[config.mk]
export PLATFORM = sky130hd
export DESIGN_NAME = cigar_run_length_parser_unit
export DESIGN_NICKNAME = d
export VERILOG_FILES = /design/src/hdl/cigar_pkg.sv /design/src/hdl/cigar_run_length_parser_unit.sv
export SDC_FILE = /design/constraint.sdc
export NUM_CORES = 1
export LEC_CHECK = 0
export ABC_AREA = 1
export BUFFER_PORTS_ARGS = -buffer_cell sky130_fd_sc_hd__buf_2
export CAP_MARGIN = 15
export CORE_MARGIN = 8
export CORE_UTILIZATION = 45
export CTS_BUF_LIST = sky130_fd_sc_hd__clkbuf_4 sky130_fd_sc_hd__clkbuf_8 sky130_fd_sc_hd__clkbuf_16
export DETAILED_ROUTE_END_ITERATION = 12
export PLACE_DENSITY_LB_ADDON = 0.08
export SYNTH_ARGS = -nofsm -noshare
export SYNTH_HDL_FRONTEND = slang
export SYNTH_SLANG_ARGS = --single-unit
[constraint.sdc]
create_clock -name i_clk -period 7.3 [get_ports i_clk]
set_clock_uncertainty 0.05 [all_clocks]
set_input_delay 2.19 -clock i_clk [delete_from_list [all_inputs] [get_ports i_clk]]
set_output_delay 2.19 -clock i_clk [all_outputs]
set_load 0.01 [all_outputs]
[src/hdl/cigar_pkg.sv]
// ----------------------------------------------------------------------------
// CIGAR parser package
// Shared payload types and character constants for the CIGAR run-length
// parser.
// ----------------------------------------------------------------------------
package cigar_pkg;

    // Width of the length and total fields on the result channel.
    localparam int RUN_W = 32;

    // ASCII codes the parser reacts to.
    localparam logic [7:0] CHAR_ZERO = 8'h30;  // '0'
    localparam logic [7:0] CHAR_NINE = 8'h39;  // '9'
    localparam logic [7:0] CHAR_EQ   = 8'h3D;  // '='
    localparam logic [7:0] CHAR_X    = 8'h58;  // 'X'
    localparam logic [7:0] CHAR_M    = 8'h4D;  // 'M'
    localparam logic [7:0] CHAR_D    = 8'h44;  // 'D'
    localparam logic [7:0] CHAR_I    = 8'h49;  // 'I'

    // One input character.
    typedef struct packed {
        logic [7:0] char_code;
        logic       end_of_string;
    } t_item;

    // One result: a merged run, or the closing record of a string.
    typedef struct packed {
        logic             run_valid;
        logic [7:0]       run_op;
        logic [RUN_W-1:0] run_length;
        logic             run_last;
        logic [RUN_W-1:0] query_length;
        logic [RUN_W-1:0] target_length;
        logic             overflow;
    } t_result;

endpackage

[src/hdl/cigar_run_length_parser_unit.sv]
// ----------------------------------------------------------------------------
// CIGAR run-length parser unit
// Turns a CIGAR text stream into merged runs with query and target totals.
// ----------------------------------------------------------------------------
// The unit takes one character per clock cycle while at most one result is
// queued. Each character is parsed in the cycle it transfers in, and its results
// (none, one or two) are written into a three-entry result queue that drives the
// output channel. The output side delivers one result per cycle while i_out_ready
// is high, so of a character that yields two results (an operation change on the
// last character) the second waits in the queue; the input is ready whenever at
// most one result is queued. Digits accumulate a decimal count, '=' and 'X' are
// folded to 'M', equal adjacent operations are merged, and counts and totals
// saturate at min(2^COUNT_WIDTH - 1, 2^32 - 1) with the overflow flag raised.
module cigar_run_length_parser_unit #(
    parameter int COUNT_WIDTH = 32
) (
    input  logic                i_clk,
    input  logic                i_rst_n,
    input  logic                i_in_valid,
    output logic                o_in_ready,
    input  cigar_pkg::t_item    i_in_data,
    output logic                o_out_valid,
    input  logic                i_out_ready,
    output cigar_pkg::t_result  o_out_data
);
    import cigar_pkg::*;

    // Internal count width: saturation never goes past 32 bits.
    localparam int CW      = (COUNT_WIDTH < RUN_W) ? COUNT_WIDTH : RUN_W;
    localparam int Q_DEPTH = 3;

    // Parser state.
    logic          r_pv,  n_pv;
    logic [7:0]    r_op,  n_op;
    logic [CW-1:0] r_len, n_len;
    logic [CW-1:0] r_acc, n_acc;
    logic [CW-1:0] r_q,   n_q;
    logic [CW-1:0] r_t,   n_t;
    logic          r_ovf, n_ovf;

    // Result queue; slot 0 is the head.
    t_result       r_slot [Q_DEPTH];
    t_result       n_slot [Q_DEPTH];
    t_result       shifted [Q_DEPTH];
    logic [1:0]    r_cnt, n_cnt;
    logic [1:0]    cnt_ap;

    logic          in_xfer, out_xfer;
    logic          is_digit, emit_prev;
    logic [1:0]    n_res;
    logic [7:0]    op_fold;
    logic [CW-1:0] run_cnt;
    logic [CW+3:0] acc_x10;
    logic [CW:0]   len_sum, q_sum, t_sum;
    t_result       res_prev, res_last, res0, res1;

    assign in_xfer     = i_in_valid && o_in_ready;
    assign out_xfer    = o_out_valid && i_out_ready;
    assign o_in_ready  = (r_cnt <= 2'd1);
    assign o_out_valid = (r_cnt != 2'd0);
    assign o_out_data  = r_slot[0];

    // Character decode and the arithmetic on counts and totals.
    assign is_digit = (i_in_data.char_code >= CHAR_ZERO) && (i_in_data.char_code <= CHAR_NINE);
    assign op_fold  = ((i_in_data.char_code == CHAR_EQ) || (i_in_data.char_code == CHAR_X))
                      ? CHAR_M : i_in_data.char_code;
    assign run_cnt  = (r_acc == '0) ? CW'(1) : r_acc;
    assign acc_x10  = ({4'b0, r_acc} << 3) + ({4'b0, r_acc} << 1)
                      + (CW+4)'(i_in_data.char_code - CHAR_ZERO);
    assign len_sum  = {1'b0, r_len} + {1'b0, run_cnt};
    assign q_sum    = {1'b0, r_q} + {1'b0, run_cnt};
    assign t_sum    = {1'b0, r_t} + {1'b0, run_cnt};

    // Next parser state and the results of the current character.
    always_comb begin
        n_pv      = r_pv;
        n_op      = r_op;
        n_len     = r_len;
        n_acc     = r_acc;
        n_q       = r_q;
        n_t       = r_t;
        n_ovf     = r_ovf;
        emit_prev = 1'b0;
        if (is_digit) begin
            if (acc_x10[CW+3:CW] != '0) begin
                n_acc = '1;
                n_ovf = 1'b1;
            end else begin
                n_acc = acc_x10[CW-1:0];
            end
        end else begin
            if (r_pv && (op_fold == r_op)) begin
                if (len_sum[CW]) begin
                    n_len = '1;
                    n_ovf = 1'b1;
                end else begin
                    n_len = len_sum[CW-1:0];
                end
            end else begin
                emit_prev = r_pv;
                n_pv      = 1'b1;
                n_op      = op_fold;
                n_len     = run_cnt;
            end
            if (op_fold != CHAR_D) begin
                if (q_sum[CW]) begin
                    n_q   = '1;
                    n_ovf = 1'b1;
                end else begin
                    n_q = q_sum[CW-1:0];
                end
            end
            if (op_fold != CHAR_I) begin
                if (t_sum[CW]) begin
                    n_t   = '1;
                    n_ovf = 1'b1;
                end else begin
                    n_t = t_sum[CW-1:0];
                end
            end
            n_acc = '0;
        end

        // The run closed by an operation change carries no totals.
        res_prev.run_valid     = 1'b1;
        res_prev.run_op        = r_op;
        res_prev.run_length    = RUN_W'(r_len);
        res_prev.run_last      = 1'b0;
        res_prev.query_length  = '0;
        res_prev.target_length = '0;
        res_prev.overflow      = r_ovf;

        // The closing record; an empty string leaves the run fields zero.
        res_last.run_valid     = n_pv;
        res_last.run_op        = n_op;
        res_last.run_length    = RUN_W'(n_len);
        res_last.run_last      = 1'b1;
        res_last.query_length  = RUN_W'(n_q);
        res_last.target_length = RUN_W'(n_t);
        res_last.overflow      = n_ovf;

        res0  = emit_prev ? res_prev : res_last;
        res1  = res_last;
        n_res = in_xfer ? ({1'b0, emit_prev} + {1'b0, i_in_data.end_of_string}) : 2'd0;

        // The end of a string clears everything for the next one.
        if (i_in_data.end_of_string) begin
            n_pv  = 1'b0;
            n_op  = '0;
            n_len = '0;
            n_acc = '0;
            n_q   = '0;
            n_t   = '0;
            n_ovf = 1'b0;
        end
    end

    // Queue update: drop the head on an output transfer, then append.
    always_comb begin
        cnt_ap = r_cnt - {1'b0, out_xfer};
        for (int i = 0; i < Q_DEPTH - 1; i++) begin
            shifted[i] = out_xfer ? r_slot[i+1] : r_slot[i];
        end
        shifted[Q_DEPTH-1] = r_slot[Q_DEPTH-1];
        for (int i = 0; i < Q_DEPTH; i++) begin
            if (2'(i) < cnt_ap) begin
                n_slot[i] = shifted[i];
            end else if (2'(i) == cnt_ap) begin
                n_slot[i] = res0;
            end else begin
                n_slot[i] = res1;
            end
        end
        n_cnt = cnt_ap + n_res;
    end

    // Control state and parser registers.
    always_ff @(posedge i_clk) begin
        if (!i_rst_n) begin
            r_cnt <= 2'd0;
            r_pv  <= 1'b0;
            r_op  <= '0;
            r_len <= '0;
            r_acc <= '0;
            r_q   <= '0;
            r_t   <= '0;
            r_ovf <= 1'b0;
        end else begin
            r_cnt <= n_cnt;
            if (in_xfer) begin
                r_pv  <= n_pv;
                r_op  <= n_op;
                r_len <= n_len;
                r_acc <= n_acc;
                r_q   <= n_q;
                r_t   <= n_t;
                r_ovf <= n_ovf;
            end
        end
    end

    // Result queue payload.
    always_ff @(posedge i_clk) begin
        for (int i = 0; i < Q_DEPTH; i++) begin
            r_slot[i] <= n_slot[i];
        end
    end

    // A character only transfers when the queue can take two results.
    a_queue_room: assert property (@(posedge i_clk) disable iff (!i_rst_n)
        in_xfer |-> (r_cnt <= 2'd1))
        else $error("character transferred with no room for two results");

    // The end of a string leaves the parser cleared.
    a_eos_clears: assert property (@(posedge i_clk) disable iff (!i_rst_n)
        (in_xfer && i_in_data.end_of_string) |=>
            (!r_pv && (r_acc == '0) && (r_q == '0) && (r_t == '0) && !r_ovf))
        else $error("parser state not cleared after end of string");

    // A pending run always has a nonzero length.
    a_pending_len: assert property (@(posedge i_clk) disable iff (!i_rst_n)
        r_pv |-> (r_len != '0))
        else $error("pending run with zero length");

    // Runs that are not last carry no totals.
    a_mid_totals: assert property (@(posedge i_clk) disable iff (!i_rst_n)
        (o_out_valid && !o_out_data.run_last) |->
            (o_out_data.run_valid && (o_out_data.query_length == '0)
             && (o_out_data.target_length == '0)))
        else $error("intermediate run carries totals");

endmodule
==> metrics list, run 1 <==
* Type of destination of the critical path: register
- Row generation in the floorplan step produced 95 rows.
* Drt drc: 0
- Maximum number of pins on one net before global-route repair: 83
- Later-pin clock latency in the skew report: 0.61 ns
* Die extent in x: 276 um
* Starting DRC count in detailed routing: around 1900
* Total overflow reported by the global router: 0
- Floorplan die area: 76400 um2
- The first global-routing pass estimated ~140000 um of wire.
* Number of clock sinks seen by CTS: 461
* Outcome: finished clean
* Critical Setup Path Class: in -> reg
* DRT antenna net count: 0
- Buffers inserted to repair hold after CTS numbered 0.
- Mapped Nets: 4181
* IR Drop Worst-Case VDD: 377 uV
- A synthesized cell averages 7.63 um2.
* Final setup viols: 0
- Once the clock tree was built, the setup fixing pass inserted 0 buffers.
- On the critical path, the stage with the largest delay is an instance of sky130_fd_sc_hd__fa_1.
- Height of the die: roughly 280 um
* Max Freq: roughly 170 MHz
* Final number of max-transition violations: 0
* Proportion of layout cells with a drive suffix above 1: 0.0902
- Summing every instance area after synthesis gives 30500 um2.
* Worst slack at placement: just under 0.9 ns
- Distinct cells, synth: 52
- Path type of the worst min-delay path: reg -> reg
- Data on the critical path arrives at its endpoint at 6.22 ns.
- In this run the tool buffered the top-level ports with 121 buffer cells.
* Worst path required time: approximately 7.7 ns
* Static leakage: 14.9 nW
* Largest fanout on the critical path: 27
- After floorplanning, the core was sized to cover 67200 um2.
- After clock tree synthesis, the clock-pin slew on the worst setup and hold paths is 0.06 ns.
- The detailed router placed about 26000 vias in this run.
- Area growth from synthesis to layout: 7.91%
* Power density of the placed cells: approximately 320 nW/um2
- Number of levels in the clock H-tree: 2
- Share of the yosys chip area belonging to registers: 0.408
- For this configuration, the core starts out at a cell density of 0.454.
- Total count of hold-check failures in the final report: 0
- The number of antenna violations at the first check in global routing is 3.
- The tool flagged a number of max-cap violations equal to 0.
- Walking the worst path, the cells encountered are buf_2 -> ha_1 -> nor2_2 -> buf_4 -> fa_1 -> ha_1 -> nand2_1 -> inv_1 -> a21oi_1 -> nand2_1 -> nand3_1 -> nand2_1 -> nand2_1 -> nand2_1 -> nand2_1 -> nand2_1 -> nor2_1 -> nand2_2 -> inv_1 -> o21ai_0 -> nand2_1 -> a21oi_1.
- Summed over all layers, the routed wires come to 89700 um.
* Via/cell ratio: roughly 5.3
- The critical path contains buffers and inverters numbering 4 combined.
- The clock passes through at most 3 buffers.
- Setup repair after global routing left no endpoint under its margin.
* Dominant delay contributor by cell family on the critical path: simple AND/OR/NAND/NOR gates
* Number of placed I/O pins: between 100 and 150
- Flip-flop cell with the highest count after synthesis: sky130_fd_sc_hd__edfxtp_1
- Number of CTS-inserted buffers: 52
* First-pass iteration count of the detailed router: 5
* Flip-flop and latch count after synthesis: 461
- Of the available clock period, the critical path in the final layout requires 0.797.
- Number of enable flip-flop cells after synthesis: 321
- Global-route total usage across every layer: 0.230
- At the end of the flow, the number of nets in the layout was 4130.
- Clock tree from TritonCTS: yes
- Among the stages of the critical path, the cell type that occurs most often is sky130_fd_sc_hd__nand2_1.
- Avg WL per Cell: 18.4 um
- The congestion estimate from routability-driven global placement came to between 0.9 and 1.
- Maximum single-stage delay on the critical path: 0.52 ns
- Minimum period implied by the final worst setup slack: 5.82 ns
- Worst max-slew margin expressed relative to the limit: 0.328
- Sort of element at the start of the critical path: primary input
- The number of gates resized after CTS was 0.
- Once routing completed, OpenROAD measured the worst setup slack at between 1 and 1.5 ns.
- Aggregate negative setup slack: 0 ns
* Cell count after synthesis: 3999
- Summed over all nets, the half-perimeter wirelength after detailed placement is between 60000 and 70000 um.
- CTS root buf: sky130_fd_sc_hd__clkbuf_16
- Transition time at the pin with the least slew margin: 1.01 ns
* Async set-or-reset flop fraction in the synthesized netlist: 0
* Synthesis Warnings: 0
* Via count of the first global-routing pass: 24600
cell usage in the layout, fill, tap and decap left out, types with 121 or more instances in the layout:
cell                       instances
sky130_fd_sc_hd__dfxtp_1         140
sky130_fd_sc_hd__o21ai_0         200
sky130_fd_sc_hd__inv_1           346
sky130_fd_sc_hd__edfxtp_1        321
sky130_fd_sc_hd__nor2_1          258
sky130_fd_sc_hd__ha_1            135
sky130_fd_sc_hd__nand2_1        1232
sky130_fd_sc_hd__nand3_1         228
sky130_fd_sc_hd__buf_2           121
sky130_fd_sc_hd__a21oi_1         331
Yosys cell counts (15+ instances only):
library cell / count / share of area
sky130_fd_sc_hd__o211ai_1: 15 / 0.0037
sky130_fd_sc_hd__dfxtp_1: 140 / 0.092
sky130_fd_sc_hd__nand2_1: 1237 / 0.15
sky130_fd_sc_hd__xnor2_1: 24 / 0.0069
sky130_fd_sc_hd__buf_2: 29 / 0.0048
sky130_fd_sc_hd__xor2_1: 58 / 0.017
sky130_fd_sc_hd__ha_1: 135 / 0.055
sky130_fd_sc_hd__clkbuf_1: 116 / 0.014
sky130_fd_sc_hd__nor2_1: 262 / 0.032
sky130_fd_sc_hd__edfxtp_1: 321 / 0.32
sky130_fd_sc_hd__o21ai_0: 200 / 0.033
sky130_fd_sc_hd__nand3_1: 228 / 0.037
sky130_fd_sc_hd__nor3_1: 35 / 0.0057
sky130_fd_sc_hd__or2_2: 28 / 0.0057
sky130_fd_sc_hd__buf_4: 112 / 0.028
sky130_fd_sc_hd__a21oi_1: 331 / 0.054
sky130_fd_sc_hd__buf_6: 18 / 0.0066
sky130_fd_sc_hd__nand4_1: 25 / 0.0051
sky130_fd_sc_hd__or2_1: 15 / 0.0031
sky130_fd_sc_hd__a21boi_1: 30 / 0.0074
sky130_fd_sc_hd__o21ai_1: 102 / 0.017
sky130_fd_sc_hd__a21o_1: 19 / 0.0047
sky130_fd_sc_hd__fa_1: 34 / 0.022
sky130_fd_sc_hd__inv_1: 349 / 0.043
stage by stage:
stage | hold WS (ns) | utilization | std cells | total power (W) | instance area [um2]
after floorplan | 0.408 | - | 3999 | 0.00692 | 30500
after global placement | 0.424 | 0.464 | 4767 | 0.00778 | 31100
after detailed placement | 0.426 | 0.464 | 4767 | 0.00782 | 31100
after CTS | 0.436 | 0.490 | 4865 | 0.0106 | 32900
after global routing | 0.459 | 0.490 | 4866 | 0.0111 | 32900
final | 0.434 | 0.490 | 4868 | 0.0104 | 32900
state kept, by name, indices dropped and copies added, names as in the netlist:
signal and flops:
r_slot 321, r_acc 32, r_len 32, r_q 32, r_t 32, r_op 8, r_cnt 2, r_ovf 1
r_pv 1
area by class of cell:
| cell class | instances | area (um2) |
|---|---|---|
| multi-input cells | 2897 | 15100 |
| repair buffers | 174 | 1100 |
| clock buffers | 73 | 1520 |
| inverters | 362 | 1370 |
| flip-flops and latches | 461 | 12400 |
| clock inverters | 25 | 255 |
| diodes | 3 | 7.51 |
| well taps | 873 | 1090 |
| fillers | 6715 | 34200 |
power by group:
part           internal, W  total, W  leakage [nW]  switching [W]
combinational     0.000916   0.00340          9.34        0.00248
sequential         0.00410   0.00431          4.66       0.000215
clock              0.00163   0.00273         0.889        0.00110
layer usage:
metal,global-route usage,routed length (um),vias to the layer above
met2,0.364,39300,561
li1,-,-,13100
met1,0.323,42900,12100
met5,0,13,-
met4,0.0632,2410,2
met3,0.0404,5050,124
worst min-delay path, delay by kind of cell (launching register included):
kind               cells  cell delay, ns
DFF                    1            0.32
AOI/OAI and AO/OA      1            0.05
and+or+nand+nor        1            0.06
logic make-up (layout without fill, tap and decap cells):
logic type | count (synthesis) | after routing | share of synthesized area
other cells | 0 | 3 | 0
simple gates | 1883 | 1883 | 0.255
flops | 461 | 461 | 0.408
buf+inv | 641 | 634 | 0.0983
compound gates | 763 | 763 | 0.137
xor+xnor | 82 | 82 | 0.0235
fa+ha+maj | 169 | 169 | 0.0777
path summary, 6_finish.rpt:
path / startpoint / to / slack (ns) / depth (start not counted)
worst max-delay path: i_in_data[5] / r_acc[24] / 1.48 / 22
worst min-delay path: r_t[31] / r_t[31] / 0.43 / 2
worst max register to register: r_acc[26] / r_slot[0][177] / 2.25 / 21
worst min register to register: r_t[31] / r_t[31] / 0.43 / 2
Power figures use the tool's default switching activity.
==> run 2: changes to the inputs <==
==> constraint.sdc (replaced) <==
create_clock -name i_clk -period 4.7 [get_ports i_clk]
set_clock_uncertainty 0.05 [all_clocks]
set_input_delay 1.41 -clock i_clk [delete_from_list [all_inputs] [get_ports i_clk]]
set_output_delay 1.41 -clock i_clk [all_outputs]
set_load 0.01 [all_outputs]
==> run 2 against run 1 <==
  * Sequential power rose by 55%
  * Final area is 3.4% higher
  * Critical path depth shrank 4
  * First-iteration DRC count is essentially flat
  * Core utilization increased by 1.7 points
  * Die area is the same
  * Sequential share of layout area down 1.3 points
  * Setup slack worse by 1.1 ns
  * Register-to-register slack lost 1.8 ns
  * Hold slack improved by 0.0023 ns
  * Flip-flop and latch count is the same
  * Total power up 56%
  * Largest cell class unchanged
==> metrics list, run 2 (same netlist as run 1, synthesis figures left out) <==
- The H-tree depth is 2 (unchanged).
- Number of antenna violations at the first check in global routing: 2 (was 3)
- Hold buffers post-CTS: 0 (unchanged)
* HPWL Detailed: 68700 um (was 65600 um)
- Minimum period implied by the final worst setup slack: 4.33 ns
* Number of buffers between clock root and the deepest sink: 3 (unchanged)
* Worst path required time: 5.12 ns (was 7.70 ns)
* IR Drop Worst-Case VDD: 575 uV (was 377 uV)
* Later-pin clock latency in the skew report: 0.61 ns (about the same)
- Floorplan die area: 76400 um2 (unchanged)
* Via count of the routed design: 26200 (was 25800)
- Final wirelength: 91900 um (was 89700 um)
- The most common cell after layout, fill and taps aside was sky130_fd_sc_hd__nand2_1 (unchanged).
- The height of the die came to 276 um (unchanged).
- Cell area after placement: 32300 um2 (was 31100 um2)
* Critical Setup Path Class: in -> reg (unchanged)
* Largest register FFs: 321 (unchanged)
* Initial core utilization: 0.454 (unchanged)
- The number of pins exceeding their max-slew limit in the final report came to 0 (unchanged).
- The wire length of the first global-routing pass is 146000 um (was 142000 um).
* Clock network power share: 0.252 (was 0.261)
- Outcome: finished clean (unchanged)
- Sequential cell fraction of total power: 0.411 (was 0.413)
- Max-cap violations: 0 (unchanged)
- The area growth from synthesis to layout came to 11.6% (was 7.91%).
- In the finished design, the share of the clock period the worst path needs comes to 0.922.
- Final core utilization: 0.507 (was 0.490)
* Final cell area excluding filler cells: 34100 um2 (was 32900 um2)
- Path type of the worst min-delay path: reg -> reg (unchanged)
- RSZ-0062 raised after global routing: no (unchanged).
- Endpoint arrival time on the critical path: 4.75 ns (was 6.22 ns)
- Avg WL per Cell: 18.4 um (about the same)
* Top library cells by usage in the layout, fill and taps aside: 1232 x sky130_fd_sc_hd__nand2_1, 346 x sky130_fd_sc_hd__inv_1, 331 x sky130_fd_sc_hd__a21oi_1, 321 x sky130_fd_sc_hd__edfxtp_1, 258 x sky130_fd_sc_hd__nor2_1 (unchanged)
- Power density of the placed cells: 478 nW/um2 (was 317 nW/um2)
- Number of CTS-inserted buffers: 51 (was 52)
- The top-level port count came to 122 (unchanged).
* Clock tree from TritonCTS: yes (unchanged)
* Sort of element at the start of the critical path: primary input (unchanged)
* Type of destination of the critical path: register (unchanged)
- The proportion of power drawn by combinational gates is 0.337 (was 0.326).
* Clock transition at the registers of the reported paths: 0.06 ns (about the same)
* Sequential standard cell area: 12400 um2 (unchanged)
* Count of instances resized after the clock tree is built: 0 (unchanged)
* Max Freq: 231 MHz
- Final GP Congestion: 0.976 (was 0.950)
- Starting DRC count in detailed routing: 1882 (was 1883)
- The register ranked first by flip-flop count was r_slot (unchanged).
- Number of clock sinks seen by CTS: 461 (unchanged)
- The worst-margin pin slew came to 0.991 ns (was 1.01 ns).
- The final global-route overflow total was 0 (unchanged).
* Global-route total usage across every layer: 0.235 (was 0.230)
- The placeable core region was 67200 um2 (unchanged).
* Drt drc: 0 (unchanged)
- Static leakage: 15.6 nW (was 14.9 nW)
- Number of port buffers: 121 (unchanged)
- Aggregate negative setup slack: 0 ns (unchanged)
- The worst path setup slack after routing came to 0.367 ns (was 1.48 ns).
- The count of fill cells added during filler insertion is 6690 (was 6715).
- # rows: 95 (unchanged)
* Internal power consumption: 0.0103 W (was 0.00664 W)
* DRT antenna net count: 0 (unchanged)
- The worst slew margin relative to its limit came to 0.340 (was 0.328).
- The layout net count is 4271 (was 4130).
- Proportion of layout cells with a drive suffix above 1: 0.122 (was 0.0902)
- Final setup viols: 0 (unchanged)
* Net switching power figure: 0.00594 W (was 0.00380 W)
* Via/cell ratio: 5.23 (was 5.30)
- The detailed-routing iteration count for the pre-antenna-repair pass is 5 (unchanged).
- Total area of multi-input combinational cells: 15100 um2 (about the same)
- The worst hold slack is 0.436 ns (was 0.434 ns).
* Flop-to-flop setup slack: 0.47 ns (was 2.25 ns)
- Worst slack at placement: -0.187 ns (was 0.872 ns)
- Largest fanout on the critical path: 21 (was 27)
- The number of hold violations in the final report is 0 (unchanged).
* CTS root buf: sky130_fd_sc_hd__clkbuf_16 (unchanged)
* Die extent in x: 276 um (unchanged)
- The largest net degree at the start of global routing came to 80 (was 83).
* Fraction of power spent switching nets: 0.365 (was 0.364)
- The total setup buffers inserted after CTS is 0 (unchanged).
- The number of global-route vias before repair is 25300 (was 24600).
-- run 2: power groups by stage --
stage	Combinational [W]	Sequential [W]	Clock (W)
finish	0.00548	0.00668	0.00409
global route	0.00611	0.00682	0.00435
CTS	0.00562	0.00669	0.00420
detailed placement	0.00560	0.00677	0
global placement	0.00557	0.00674	0
floorplan	0.00387	0.00685	0
-- run 2: final timing paths --
kind                                    from              to  cells after the start
worst max-delay path            i_in_data[5]       r_acc[20]                     18
worst min-delay path                 r_t[19]         r_t[19]                      2
worst max register to register     r_acc[26]  r_slot[0][204]                     22
worst min register to register       r_t[19]         r_t[19]                      2
-- run 2: cell type report --
| type | instances | share of cell area |
|---|---|---|
| clock buffers | 74 | 0.0452 |
| inverters | 362 | 0.0401 |
| flip-flops and latches | 461 | 0.365 |
| diodes | 2 | 0.000147 |
| clock inverters | 22 | 0.00555 |
| well taps | 873 | 0.0321 |
| multi-input cells | 2897 | 0.445 |
| repair buffers | 316 | 0.0670 |
-- run 2: layer usage --
metal | vias up | wire length (um) | part of all wire | GRT usage
li1 | 13300 | - | - | -
met1 | 12100 | 44900 | 0.49 | 0.339
met2 | 608 | 40800 | 0.44 | 0.375
met3 | 107 | 4280 | 0.047 | 0.0286
met4 | 0 | 1900 | 0.021 | 0.0524
met5 | - | 0 | 0 | 0
-- run 2: worst max-delay path: stages --
cell and delay [ns]:
sky130_fd_sc_hd__buf_2 0.11, sky130_fd_sc_hd__ha_1 0.24, sky130_fd_sc_hd__nor2_4 0.13, sky130_fd_sc_hd__buf_12 0.21, sky130_fd_sc_hd__fa_1 0.45, sky130_fd_sc_hd__ha_1 0.34, sky130_fd_sc_hd__a21oi_1 0.20, sky130_fd_sc_hd__a21boi_0 0.25
sky130_fd_sc_hd__nand2_1 0.12, sky130_fd_sc_hd__a21oi_1 0.24, sky130_fd_sc_hd__nand2_1 0.09, sky130_fd_sc_hd__nand2_1 0.06, sky130_fd_sc_hd__nand2_1 0.05, sky130_fd_sc_hd__nor2_1 0.17, sky130_fd_sc_hd__nand2_2 0.15, sky130_fd_sc_hd__buf_4 0.20
sky130_fd_sc_hd__o21ai_0 0.20, sky130_fd_sc_hd__a21oi_1 0.09
-- run 2: stage by stage --
step,instances,power (W)
finish,5007,0.0163
global route,5007,0.0173
CTS,5005,0.0165
detailed placement,4909,0.0124
global placement,4909,0.0123
floorplan,3999,0.0107
